$ cat src/design/pidsd_pkg.sv
// ----------------------------------------------------------------------------
// pidsd_pkg
// Shared types and constants of the PID regulator with smoothed derivative.
// ----------------------------------------------------------------------------
`default_nettype none

package pidsd_pkg;

  // Field widths.
  localparam int unsigned ErrW   = 32;  // Q16.16 error, integral, correction
  localparam int unsigned TickW  = 16;  // elapsed tick count
  localparam int unsigned GainW  = 24;  // unsigned Q8.16 gains
  localparam int unsigned LimW   = 31;  // integral limit
  localparam int unsigned SmthW  = 16;  // Q0.16 smoothing weight

  // Shared multiplier: a 33 bit operand times a 24 bit operand.
  localparam int unsigned MulAW  = 33;
  localparam int unsigned MulBW  = 24;
  localparam int unsigned ProdW  = MulAW + MulBW;

  // Divider: scaled derivative product over ticks plus one.
  localparam int unsigned DivDW  = ProdW - 16;
  localparam int unsigned DivSW  = TickW + 1;
  localparam int unsigned DivCntW = $clog2(DivDW + 1);

  // Clamp bound of the D term, 1.0 in Q16.16.
  localparam logic [DivSW-1:0] DLimit = DivSW'(65536);

  // APB side.
  localparam int unsigned ApbAW  = 5;
  localparam int unsigned ApbDW  = 32;

  typedef enum logic [2:0] {
    REG_GAIN_PROP,
    REG_GAIN_INTEG,
    REG_GAIN_DERIV,
    REG_INT_LIMIT,
    REG_SMOOTH_W
  } pidsd_reg_e;

  typedef enum logic [3:0] {
    ST_IDLE,
    ST_M0,
    ST_M1,
    ST_M2,
    ST_M3,
    ST_M4,
    ST_M5,
    ST_M6,
    ST_DIV,
    ST_DTERM,
    ST_SUM
  } pidsd_state_e;

endpackage

`default_nettype wire

$ cat src/design/pid_with_smoothed_derivative_top.sv
// ----------------------------------------------------------------------------
// pid_with_smoothed_derivative_top
// Q16.16 PID regulator with integral clamp and a smoothed previous error.
// ----------------------------------------------------------------------------
//
//  Channel   Direction  Handshake               Contents
//  s_axis    in         tvalid/tready           op in tuser; error, ticks, preset
//  m_axis    out        tvalid/tready           saturated correction
//  apb       in         psel/penable/pready     five control registers
//
// A step request passes from acceptance to a result in the output register
// through states M0 to M5, which issue products on the shared 33x24
// multiplier, the one-bit-per-cycle divider, which divides the derivative
// product by ticks plus one, and DTERM and SUM, which clamp, sum and saturate.
// A clear request completes in the cycle it is accepted and gives no result.
// The input is ready only in the idle state; a finished result may wait in
// the output register while the next request is accepted, and a new result
// waits in the final state until the output register is free.
// Reset clears the registers to their defaults and zeroes both the integral
// and the previous error; no clearing pass is needed.
// ----------------------------------------------------------------------------
`default_nettype none

module pid_with_smoothed_derivative_top (
  input  wire logic                        clk_i,
  input  wire logic                        rst_ni,
  // Request stream.
  input  wire logic                        s_axis_tvalid,
  output logic                             s_axis_tready,
  // [31:0] error_value, [47:32] elapsed_ticks, [79:48] preset_integral
  input  wire logic [79:0]                 s_axis_tdata,
  // [0] op (0 step, 1 clear)
  input  wire logic                        s_axis_tuser,
  // Result stream.
  output logic                             m_axis_tvalid,
  input  wire logic                        m_axis_tready,
  // [31:0] correction
  output logic [31:0]                      m_axis_tdata,
  // Register port.
  input  wire logic                        psel,
  input  wire logic                        penable,
  input  wire logic                        pwrite,
  input  wire logic [pidsd_pkg::ApbAW-1:0] paddr,
  input  wire logic [pidsd_pkg::ApbDW-1:0] pwdata,
  output logic [pidsd_pkg::ApbDW-1:0]      prdata,
  output logic                             pready
);
  import pidsd_pkg::*;

  // Clamps a wide signed value to plus or minus the integral limit.
  function automatic logic signed [ErrW-1:0] clamp_lim(
    input logic signed [ProdW:0] v,
    input logic [LimW-1:0]       lim
  );
    logic signed [ProdW:0] hi;
    logic signed [ProdW:0] lo;
    hi = $signed({{(ProdW+1-LimW){1'b0}}, lim});
    lo = -hi;
    if (v > hi) begin
      return hi[ErrW-1:0];
    end else if (v < lo) begin
      return lo[ErrW-1:0];
    end
    return v[ErrW-1:0];
  endfunction

  // Control registers.
  logic [GainW-1:0] gain_prop_q, gain_integ_q, gain_deriv_q;
  logic [LimW-1:0]  limit_q;
  logic [SmthW-1:0] smooth_q;

  // Sequencer and architectural state.
  pidsd_state_e state_q, state_d;
  logic signed [ErrW-1:0] integ_q, integ_d;
  logic signed [ErrW-1:0] prev_q, prev_d;
  logic                   out_valid_q, out_valid_d;
  logic [ErrW-1:0]        out_data_q, out_data_d;

  // Datapath registers.
  logic signed [ErrW-1:0] e_q, e_d;
  logic [TickW-1:0]       t_q, t_d;
  logic [ErrW-1:0]        emag_q, emag_d;
  logic                   eneg_q, eneg_d;
  logic [ProdW-1:0]       prod_q, prod_d;
  logic [TickW-1:0]       etlo_q, etlo_d;
  logic [ProdW-1:0]       inc_q, inc_d;
  logic signed [ErrW:0]   diff_q, diff_d;
  logic [ErrW:0]          dmag_q, dmag_d;
  logic                   dneg_q, dneg_d;
  logic signed [40:0]     p_q, p_d;
  logic signed [DivSW:0]  d_q, d_d;

  // Shared multiplier operands.
  logic [MulAW-1:0] mul_a;
  logic [MulBW-1:0] mul_b;

  // Divider.
  logic             div_start;
  logic             div_busy;
  logic [DivDW-1:0] div_quo;

  logic                    in_fire;
  logic                    cfg_wr;
  logic signed [ErrW-1:0]  in_err;
  logic signed [ErrW-1:0]  in_preset;
  logic signed [ProdW:0]   isum;
  logic signed [ErrW+1:0]  psum;
  logic [DivSW-1:0]        qclamp;
  logic signed [42:0]      total;

  assign in_fire   = s_axis_tvalid && s_axis_tready;
  assign in_err    = $signed(s_axis_tdata[31:0]);
  assign in_preset = $signed(s_axis_tdata[79:48]);
  assign cfg_wr    = psel && penable && pwrite && pready;

  assign s_axis_tready = state_q == ST_IDLE;
  assign m_axis_tvalid = out_valid_q;
  assign m_axis_tdata  = out_data_q;
  assign pready        = 1'b1;

  // Register read-back; undecoded addresses read as zero.
  always_comb begin
    unique case (paddr[4:2])
      REG_GAIN_PROP:  prdata = ApbDW'(gain_prop_q);
      REG_GAIN_INTEG: prdata = ApbDW'(gain_integ_q);
      REG_GAIN_DERIV: prdata = ApbDW'(gain_deriv_q);
      REG_INT_LIMIT:  prdata = ApbDW'(limit_q);
      REG_SMOOTH_W:   prdata = ApbDW'(smooth_q);
      default:        prdata = '0;
    endcase
  end

  // Multiplier operand selection. Each product is registered in prod_q and
  // is consumed in the state after the one that issued it; M1 to M5 consume
  // the product of the previous state while they issue the next.
  always_comb begin
    unique case (state_q)
      ST_M0: begin  // |e| * ticks
        mul_a = MulAW'(emag_q);
        mul_b = MulBW'(t_q);
      end
      ST_M1: begin  // upper part of |e|*ticks times integral gain
        mul_a = MulAW'(prod_q[47:16]);
        mul_b = gain_integ_q;
      end
      ST_M2: begin  // lower 16 bits of |e|*ticks times integral gain
        mul_a = MulAW'(etlo_q);
        mul_b = gain_integ_q;
      end
      ST_M3: begin  // proportional product
        mul_a = MulAW'(emag_q);
        mul_b = gain_prop_q;
      end
      ST_M4: begin  // derivative product
        mul_a = dmag_q;
        mul_b = gain_deriv_q;
      end
      ST_M5: begin  // smoothing product
        mul_a = dmag_q;
        mul_b = MulBW'(smooth_q);
      end
      default: begin
        mul_a = '0;
        mul_b = '0;
      end
    endcase
  end

  assign prod_d = mul_a * mul_b;

  // Sequencer and datapath.
  always_comb begin
    state_d     = state_q;
    integ_d     = integ_q;
    prev_d      = prev_q;
    out_valid_d = out_valid_q;
    out_data_d  = out_data_q;
    e_d         = e_q;
    t_d         = t_q;
    emag_d      = emag_q;
    eneg_d      = eneg_q;
    etlo_d      = etlo_q;
    inc_d       = inc_q;
    diff_d      = diff_q;
    dmag_d      = dmag_q;
    dneg_d      = dneg_q;
    p_d         = p_q;
    d_d         = d_q;
    div_start   = 1'b0;

    // The integral moves by the increment in the direction of the error.
    if (eneg_q) begin
      isum = $signed({{(ProdW+1-ErrW){integ_q[ErrW-1]}}, integ_q})
           - $signed({1'b0, inc_q});
    end else begin
      isum = $signed({{(ProdW+1-ErrW){integ_q[ErrW-1]}}, integ_q})
           + $signed({1'b0, inc_q});
    end

    // The smoothed error moves from e back toward the old value.
    if (dneg_q) begin
      psum = $signed({{2{e_q[ErrW-1]}}, e_q}) + $signed({1'b0, prod_q[48:16]});
    end else begin
      psum = $signed({{2{e_q[ErrW-1]}}, e_q}) - $signed({1'b0, prod_q[48:16]});
    end

    qclamp = (div_quo > DivDW'(DLimit)) ? DLimit : div_quo[DivSW-1:0];

    total = $signed({{2{p_q[40]}}, p_q})
          + $signed({{(43-ErrW){integ_q[ErrW-1]}}, integ_q})
          + $signed({{(42-DivSW){d_q[DivSW]}}, d_q});

    if (out_valid_q && m_axis_tready) begin
      out_valid_d = 1'b0;
    end

    unique case (state_q)
      ST_IDLE: begin
        if (in_fire) begin
          e_d    = in_err;
          t_d    = s_axis_tdata[47:32];
          eneg_d = in_err[ErrW-1];
          emag_d = in_err[ErrW-1] ? ErrW'(-in_err) : ErrW'(in_err);
          if (s_axis_tuser) begin
            // Clear request: preset state, no result.
            integ_d = clamp_lim({{(ProdW+1-ErrW){in_preset[ErrW-1]}}, in_preset},
                                limit_q);
            prev_d  = in_err;
          end else begin
            state_d = ST_M0;
          end
        end
      end
      ST_M0: begin
        diff_d  = $signed({e_q[ErrW-1], e_q}) - $signed({prev_q[ErrW-1], prev_q});
        state_d = ST_M1;
      end
      ST_M1: begin
        etlo_d  = prod_q[15:0];
        dneg_d  = diff_q[ErrW];
        dmag_d  = diff_q[ErrW] ? (ErrW+1)'(-diff_q) : (ErrW+1)'(diff_q);
        state_d = ST_M2;
      end
      ST_M2: begin
        inc_d   = prod_q;
        state_d = ST_M3;
      end
      ST_M3: begin
        inc_d   = inc_q + ProdW'(prod_q[39:16]);
        state_d = ST_M4;
      end
      ST_M4: begin
        integ_d = clamp_lim(isum, limit_q);
        p_d     = eneg_q ? -$signed({1'b0, prod_q[55:16]})
                         :  $signed({1'b0, prod_q[55:16]});
        state_d = ST_M5;
      end
      ST_M5: begin
        // Dividing the product by 2^16 first and then by ticks plus one
        // gives the same truncated quotient as one division.
        div_start = 1'b1;
        state_d   = ST_M6;
      end
      ST_M6: begin
        prev_d  = psum[ErrW-1:0];
        state_d = ST_DIV;
      end
      ST_DIV: begin
        if (!div_busy) begin
          state_d = ST_DTERM;
        end
      end
      ST_DTERM: begin
        d_d     = dneg_q ? -$signed({1'b0, qclamp}) : $signed({1'b0, qclamp});
        state_d = ST_SUM;
      end
      ST_SUM: begin
        if (!out_valid_q || m_axis_tready) begin
          out_valid_d = 1'b1;
          if (total > 43'sd2147483647) begin
            out_data_d = 32'h7FFF_FFFF;
          end else if (total < -43'sd2147483648) begin
            out_data_d = 32'h8000_0000;
          end else begin
            out_data_d = total[ErrW-1:0];
          end
          state_d = ST_IDLE;
        end
      end
      default: begin
        state_d = ST_IDLE;
      end
    endcase
  end

  always_ff @(posedge clk_i or negedge rst_ni) begin
    if (!rst_ni) begin
      state_q      <= ST_IDLE;
      out_valid_q  <= 1'b0;
      integ_q      <= '0;
      prev_q       <= '0;
      gain_prop_q  <= '0;
      gain_integ_q <= '0;
      gain_deriv_q <= '0;
      limit_q      <= '1;
      smooth_q     <= '0;
    end else begin
      state_q     <= state_d;
      out_valid_q <= out_valid_d;
      integ_q     <= integ_d;
      prev_q      <= prev_d;
      if (cfg_wr) begin
        unique case (paddr[4:2])
          REG_GAIN_PROP:  gain_prop_q  <= pwdata[GainW-1:0];
          REG_GAIN_INTEG: gain_integ_q <= pwdata[GainW-1:0];
          REG_GAIN_DERIV: gain_deriv_q <= pwdata[GainW-1:0];
          REG_INT_LIMIT:  limit_q      <= pwdata[LimW-1:0];
          REG_SMOOTH_W:   smooth_q     <= pwdata[SmthW-1:0];
          default: begin
          end
        endcase
      end
    end
  end

  always_ff @(posedge clk_i) begin
    out_data_q <= out_data_d;
    e_q        <= e_d;
    t_q        <= t_d;
    emag_q     <= emag_d;
    eneg_q     <= eneg_d;
    prod_q     <= prod_d;
    etlo_q     <= etlo_d;
    inc_q      <= inc_d;
    diff_q     <= diff_d;
    dmag_q     <= dmag_d;
    dneg_q     <= dneg_d;
    p_q        <= p_d;
    d_q        <= d_d;
  end

  pidsd_div u_div (
    .clk_i      (clk_i),
    .rst_ni     (rst_ni),
    .start_i    (div_start),
    .dividend_i (prod_q[ProdW-1:16]),
    .divisor_i  (DivSW'(t_q) + DivSW'(1)),
    .busy_o     (div_busy),
    .quotient_o (div_quo)
  );

  // The integral never leaves the limit that was in force for the update.
  assert property (@(posedge clk_i) disable iff (!rst_ni)
    (state_q == ST_M4) |=>
      (integ_q <= $signed({2'b00, $past(limit_q)}) &&
       integ_q >= -$signed({2'b00, $past(limit_q)})))
    else $error("integral outside its limit after a step");

  // The derivative term reaching the final sum stays within plus or minus 1.0.
  assert property (@(posedge clk_i) disable iff (!rst_ni)
    (state_q == ST_SUM) |->
      (d_q <= $signed({1'b0, DLimit}) && d_q >= -$signed({1'b0, DLimit})))
    else $error("derivative term exceeds its clamp");

  // A result appears only when the sequencer leaves its final state.
  assert property (@(posedge clk_i) disable iff (!rst_ni)
    $rose(m_axis_tvalid) |-> $past(state_q == ST_SUM))
    else $error("result raised outside the final state");

  // No request is taken while the divider is still working.
  assert property (@(posedge clk_i) disable iff (!rst_ni)
    s_axis_tready |-> !div_busy)
    else $error("input ready while the divider is busy");

endmodule

`default_nettype wire

$ cat src/design/pidsd_div.sv
// ----------------------------------------------------------------------------
// pidsd_div
// Restoring divider, one quotient bit per cycle, unsigned.
// ----------------------------------------------------------------------------
`default_nettype none

module pidsd_div (
  input  wire logic                          clk_i,
  input  wire logic                          rst_ni,
  input  wire logic                          start_i,
  input  wire logic [pidsd_pkg::DivDW-1:0]   dividend_i,
  input  wire logic [pidsd_pkg::DivSW-1:0]   divisor_i,
  output logic                               busy_o,
  output logic [pidsd_pkg::DivDW-1:0]        quotient_o
);
  import pidsd_pkg::*;

  logic [DivCntW-1:0] cnt_q, cnt_d;
  logic [DivSW-1:0]   rem_q, rem_d;
  logic [DivDW-1:0]   quo_q, quo_d;
  logic [DivSW-1:0]   div_q, div_d;
  logic [DivSW:0]     trial;
  logic [DivSW:0]     diff;
  logic               fits;

  // The dividend shifts out of the top of quo_q while quotient bits
  // shift in at the bottom.
  always_comb begin
    trial  = {rem_q, quo_q[DivDW-1]};
    diff   = trial - {1'b0, div_q};
    fits   = trial >= {1'b0, div_q};
    cnt_d  = cnt_q;
    rem_d  = rem_q;
    quo_d  = quo_q;
    div_d  = div_q;
    if (start_i) begin
      cnt_d = DivCntW'(DivDW);
      rem_d = '0;
      quo_d = dividend_i;
      div_d = divisor_i;
    end else if (cnt_q != '0) begin
      cnt_d = cnt_q - 1'b1;
      rem_d = fits ? diff[DivSW-1:0] : trial[DivSW-1:0];
      quo_d = {quo_q[DivDW-2:0], fits};
    end
  end

  always_ff @(posedge clk_i or negedge rst_ni) begin
    if (!rst_ni) begin
      cnt_q <= '0;
    end else begin
      cnt_q <= cnt_d;
    end
  end

  always_ff @(posedge clk_i) begin
    rem_q <= rem_d;
    quo_q <= quo_d;
    div_q <= div_d;
  end

  assign busy_o     = cnt_q != '0;
  assign quotient_o = quo_q;

endmodule

`default_nettype wire

$ cat config.mk
export PLATFORM = sky130hd
export DESIGN_NAME = pid_with_smoothed_derivative_top
export DESIGN_NICKNAME = d
export VERILOG_FILES = /design/src/design/pidsd_pkg.sv /design/src/design/pid_with_smoothed_derivative_top.sv /design/src/design/pidsd_div.sv
export SDC_FILE = /design/constraint.sdc
export NUM_CORES = 2
export LEC_CHECK = 0
export ABC_AREA = 1
export BUFFER_PORTS_ARGS = -buffer_cell sky130_fd_sc_hd__clkbuf_2
export CORE_MARGIN = 1
export CORE_UTILIZATION = 30
export DETAILED_ROUTE_END_ITERATION = 6
export HOLD_SLACK_MARGIN = 0.06
export PLACE_DENSITY = 0.51
export SYNTH_ARGS = -nofsm -noshare
export SYNTH_HDL_FRONTEND = slang
export SYNTH_SLANG_ARGS = --single-unit
$ cat constraint.sdc
create_clock -name clk_i -period 14.4 [get_ports clk_i]
set_input_delay 0.72 -clock clk_i [delete_from_list [all_inputs] [get_ports clk_i]]
set_output_delay 0.72 -clock clk_i [all_outputs]
set_load 0.03 [all_outputs]
==> flow_metrics.tcl <==
set metrics [dict create \
    status "finished, final reports clean" \
    worst_hold_slack_ps 217.8 \
    syn_area_sq_um 75340 \
    syn_nets 11330 \
    gr-usage-all-layers_pct 22.22 \
    top_level_ports 192 \
    detail_route.wirelength_mm 283.2 \
    avgRoutedWirePerCell_um 21.21 \
    slowest_stage "sky130_fd_sc_hd__inv_1" \
    timing.setup.critical_path_class "reg -> reg" \
    switching_share_pct 56.83 \
    layout_commonest_cell "sky130_fd_sc_hd__nand2_1" \
    timing.max_cap.violations 0 \
    worst_path_most_repeated_cell "sky130_fd_sc_hd__inv_1" \
    floorplan.die.height_um 503.1 \
    share_clk_of_total_power_pct 11.3 \
    detail_route.iter0.violations 5644 \
    die_w_um 503.1 \
    io_buffer_count 186 \
    coreArea_sq_um 249100 \
    final_critical_path_time_including_i_o_delays_and_setup_ps 10940 \
    cts.reportedPaths.clkPinSlew_ps 60 \
    synth_enable_flop_cells 368 \
    drc 0 \
    initial_utilization_pct 30.24 \
    synth_top_flop_cell "sky130_fd_sc_hd__edfxtp_1" \
    hold_viol_final 0 \
    cells_after_synth 9910 \
    synth-seq-area-share_pct 23.13 \
    post_synth_num_cell_types 79 \
    timing.critical_path.fanout_max 37 \
    placed_inst_area_sq_um 80120 \
    area_growth_pct 9.776 \
    final_nets 11370 \
    power_mw 18.03 \
    power.ir.vdd_worst_mv 0.1662 \
    gp_routability_congestion 0.9593 \
    synth_seq_cells 636 \
    first_global_vias 66860 \
    clk_root_buffer_cell "sky130_fd_sc_hd__clkbuf_16" \
    timing_worst_slew_pin_value_ps 1347 \
    cellLeakagePower_nw 40.87 \
    final_cell_mix "sky130_fd_sc_hd__nand2_1, sky130_fd_sc_hd__inv_1, sky130_fd_sc_hd__nor2_1, sky130_fd_sc_hd__fa_1, sky130_fd_sc_hd__ha_1" \
    worst_setup_path_end_kind "flop" \
    critical_path_startpoint_category "flop" \
    place.detailed.hpwl_mm 227.4 \
    setup-violations-final 0 \
    clkSinkCount 636 \
    cts_tree "built" \
    routed-via-count 66820 \
    async_reset_ff_share_pct 30.50 \
    grt_overflow_total 0 \
    timing.setup.tns_ps 0 \
    hp-class "in -> reg" \
    floorplan.rows 183 \
    die_area_sq_um 253100 \
    layout.cell_area.non_filler_sq_um 82700 \
    power_density_nw_per_um2 218.0 \
    netSwitchingPower_mw 10.25 \
    htreeDepth 3 \
    p_seq_share_pct 18.2 \
    final_max_slew_viols 0 \
    filler_cell_count 26870 \
    power.share.combinational_pct 70.5 \
    final_layout_size_suffix_gt1_share_pct 5.531 \
    avgSynthCellArea_sq_um 7.602 \
    worst-endpoint-required_ps 14960 \
    cts-root-to-sink-buffers 3 \
    max_freq_mhz 91.43 \
    internal_power_mw 7.782 \
    period_share_pct 75.96 \
    fin_worst_skew_ps 54.68 \
    global_route_wire_length_before_repair_mm 423.8 \
    drtAntennaViolNets 0 \
    slew-limit-headroom_pct 9.256 \
    grt_antenna_before_repair 17 \
    largest_incremental_delay_on_the_critical_path_ps 950 \
    yosys_warnings 0 \
    dr.pass1.iters 6 \
    grt_start_max_net_pins 74 \
    arrival_ps 11500 \
    rsz0062_at_grt "false" \
    route.detailed.vias_per_inst 5.004 \
    cts_repair_resize_count 0 \
    cts_buffers 76 \
    clock_insertion_delay_worst_skew_ps 710 \
]
-- cell families (layout without fill, tap and decap cells) --
family | Yosys count | in the layout | synth area share, %
adder cells (fa/ha/maj) | 1294 | 1294 | 28.74
other | 2 | 7 | 0.009969
XOR/XNOR | 433 | 433 | 5.054
flip-flops | 636 | 636 | 23.13
AND/OR/NAND/NOR | 3859 | 3859 | 21.16
AO/OA/AOI/OAI | 1341 | 1341 | 10.09
buffers and inverters | 2345 | 2451 | 11.82
-- flip-flops by register name, summed over array words and instances, names as in the netlist, 18 cells and up --
signal and count:
d_q 18, p_q 41, u_div.quotient_o 41, limit_q 31
emag_q 31, prod_q 57, gain_integ_q 24, prev_q 32
gain_prop_q 24, gain_deriv_q 24, dmag_q 33, integ_q 32
inc_q 57, m_axis_tdata 32, e_q 32, diff_q 33
-- layout make-up --
cell class                 instances  area [sq um]  area share [%]
tap                             3330          4167           5.038
clock inverter                    36         404.1          0.4887
multi-input combinational       6929         49260           59.56
clock buffer                     105          2156           2.607
sequential                       636         17430           21.07
timing repair buffer             282          1663           2.011
inverter                        2028          7612           9.205
antenna                            5         12.51         0.01513
-- worst max-delay path, delay by kind of cell (launching register included) --
family | cells | cell delay, ps
flip-flops | 1 | 420
XOR/XNOR | 1 | 160
adder cells (fa/ha/maj) | 8 | 4110
AO/OA/AOI/OAI | 6 | 1490
buffers and inverters | 11 | 2950
AND/OR/NAND/NOR | 7 | 1640
-- power groups by stage --
stage,Clock [mW],Combinational (mW),Sequential [mW]
global placement,0,12.5,3.30
global route,2.14,14.1,3.33
finish,2.03,12.7,3.28
floorplan,0,8.45,3.08
detailed placement,0,12.6,3.31
CTS,2.08,12.7,3.28
-- cell usage after synthesis (all sizes together) (5+ instances only) --
cell | instances | area share (%)
a22o | 22 | 0.26
o21bai | 22 | 0.22
a221oi | 41 | 0.48
xor2 | 334 | 3.9
a21boi | 15 | 0.15
edfxtp | 368 | 15
fa | 727 | 19
o22ai | 27 | 0.22
nand2 | 2293 | 11
a211oi | 5 | 0.050
and2 | 12 | 0.10
xnor2 | 99 | 1.2
ha | 567 | 9.4
a21oi | 468 | 3.1
o21ai | 557 | 3.7
dfrtp | 163 | 5.4
nand4 | 87 | 0.73
or2 | 15 | 0.12
nand3b | 34 | 0.34
o211ai | 26 | 0.27
nand3 | 375 | 2.5
nor4 | 60 | 0.54
clkbuf | 256 | 1.3
buf | 61 | 0.44
dfxtp | 74 | 2.0
o221ai | 26 | 0.30
inv | 2007 | 10
a21o | 14 | 0.14
nor2 | 841 | 4.2
o31ai | 20 | 0.20
o21a | 26 | 0.26
a31oi | 50 | 0.42
dfstp | 31 | 1.1
clkinv | 21 | 0.10
nor3 | 130 | 0.96
-- layer usage --
metal | wire, um | share of wire (%) | GRT usage (%) | vias up
li1 | - | - | - | 31200
met1 | 126300 | 45 | 30.39 | 32780
met2 | 127200 | 45 | 35.80 | 2366
met3 | 19270 | 6.8 | 3.064 | 457
met4 | 10420 | 3.7 | 7.569 | 8
met5 | 50 | 0.018 | 0 | -
-- what timing repair did --
| action | in CTS | in global routing |
|---|---|---|
| hold buffers | 1 | 0 |
| setup buffers | 0 | 0 |
| hold endpoints to repair | 4 | 0 |
-- per-stage QoR --
step / cells / setup WS (ps) / util, %
2_1_floorplan: 9910 / 4921 / -
3_3_place_gp: 13200 / 3636 / 32.16
3_5_place_dp: 13200 / 3577 / 32.16
4_1_cts: 13350 / 3540 / 33.19
5_1_grt: 13350 / 3039 / 33.19
6_report: 13350 / 3462 / 33.20
-- final timing paths --
kind / endpoint / from / slack [ps] / cells past startpoint
max in group asynchronous: integ_q[31]$_DFFE_PN0P_ / rst_ni / 11560 / 4
hold / removal: t_q[12]$_DFFE_PP_ / s_axis_tdata[44] / 220 / 1
hold reg to reg: etlo_q[15]$_DFFE_PN_ / prod_q[15]$_DFF_P_ / 440 / 0
min in group asynchronous: gain_deriv_q[12]$_DFFE_PN0P_ / rst_ni / 600 / 2
setup / recovery: prod_q[55]$_DFF_P_ / state_q[2]$_DFFE_PN0P_ / 3460 / 33
setup reg to reg: prod_q[55]$_DFF_P_ / state_q[2]$_DFFE_PN0P_ / 3460 / 33
(Power assumes the default switching activity.)
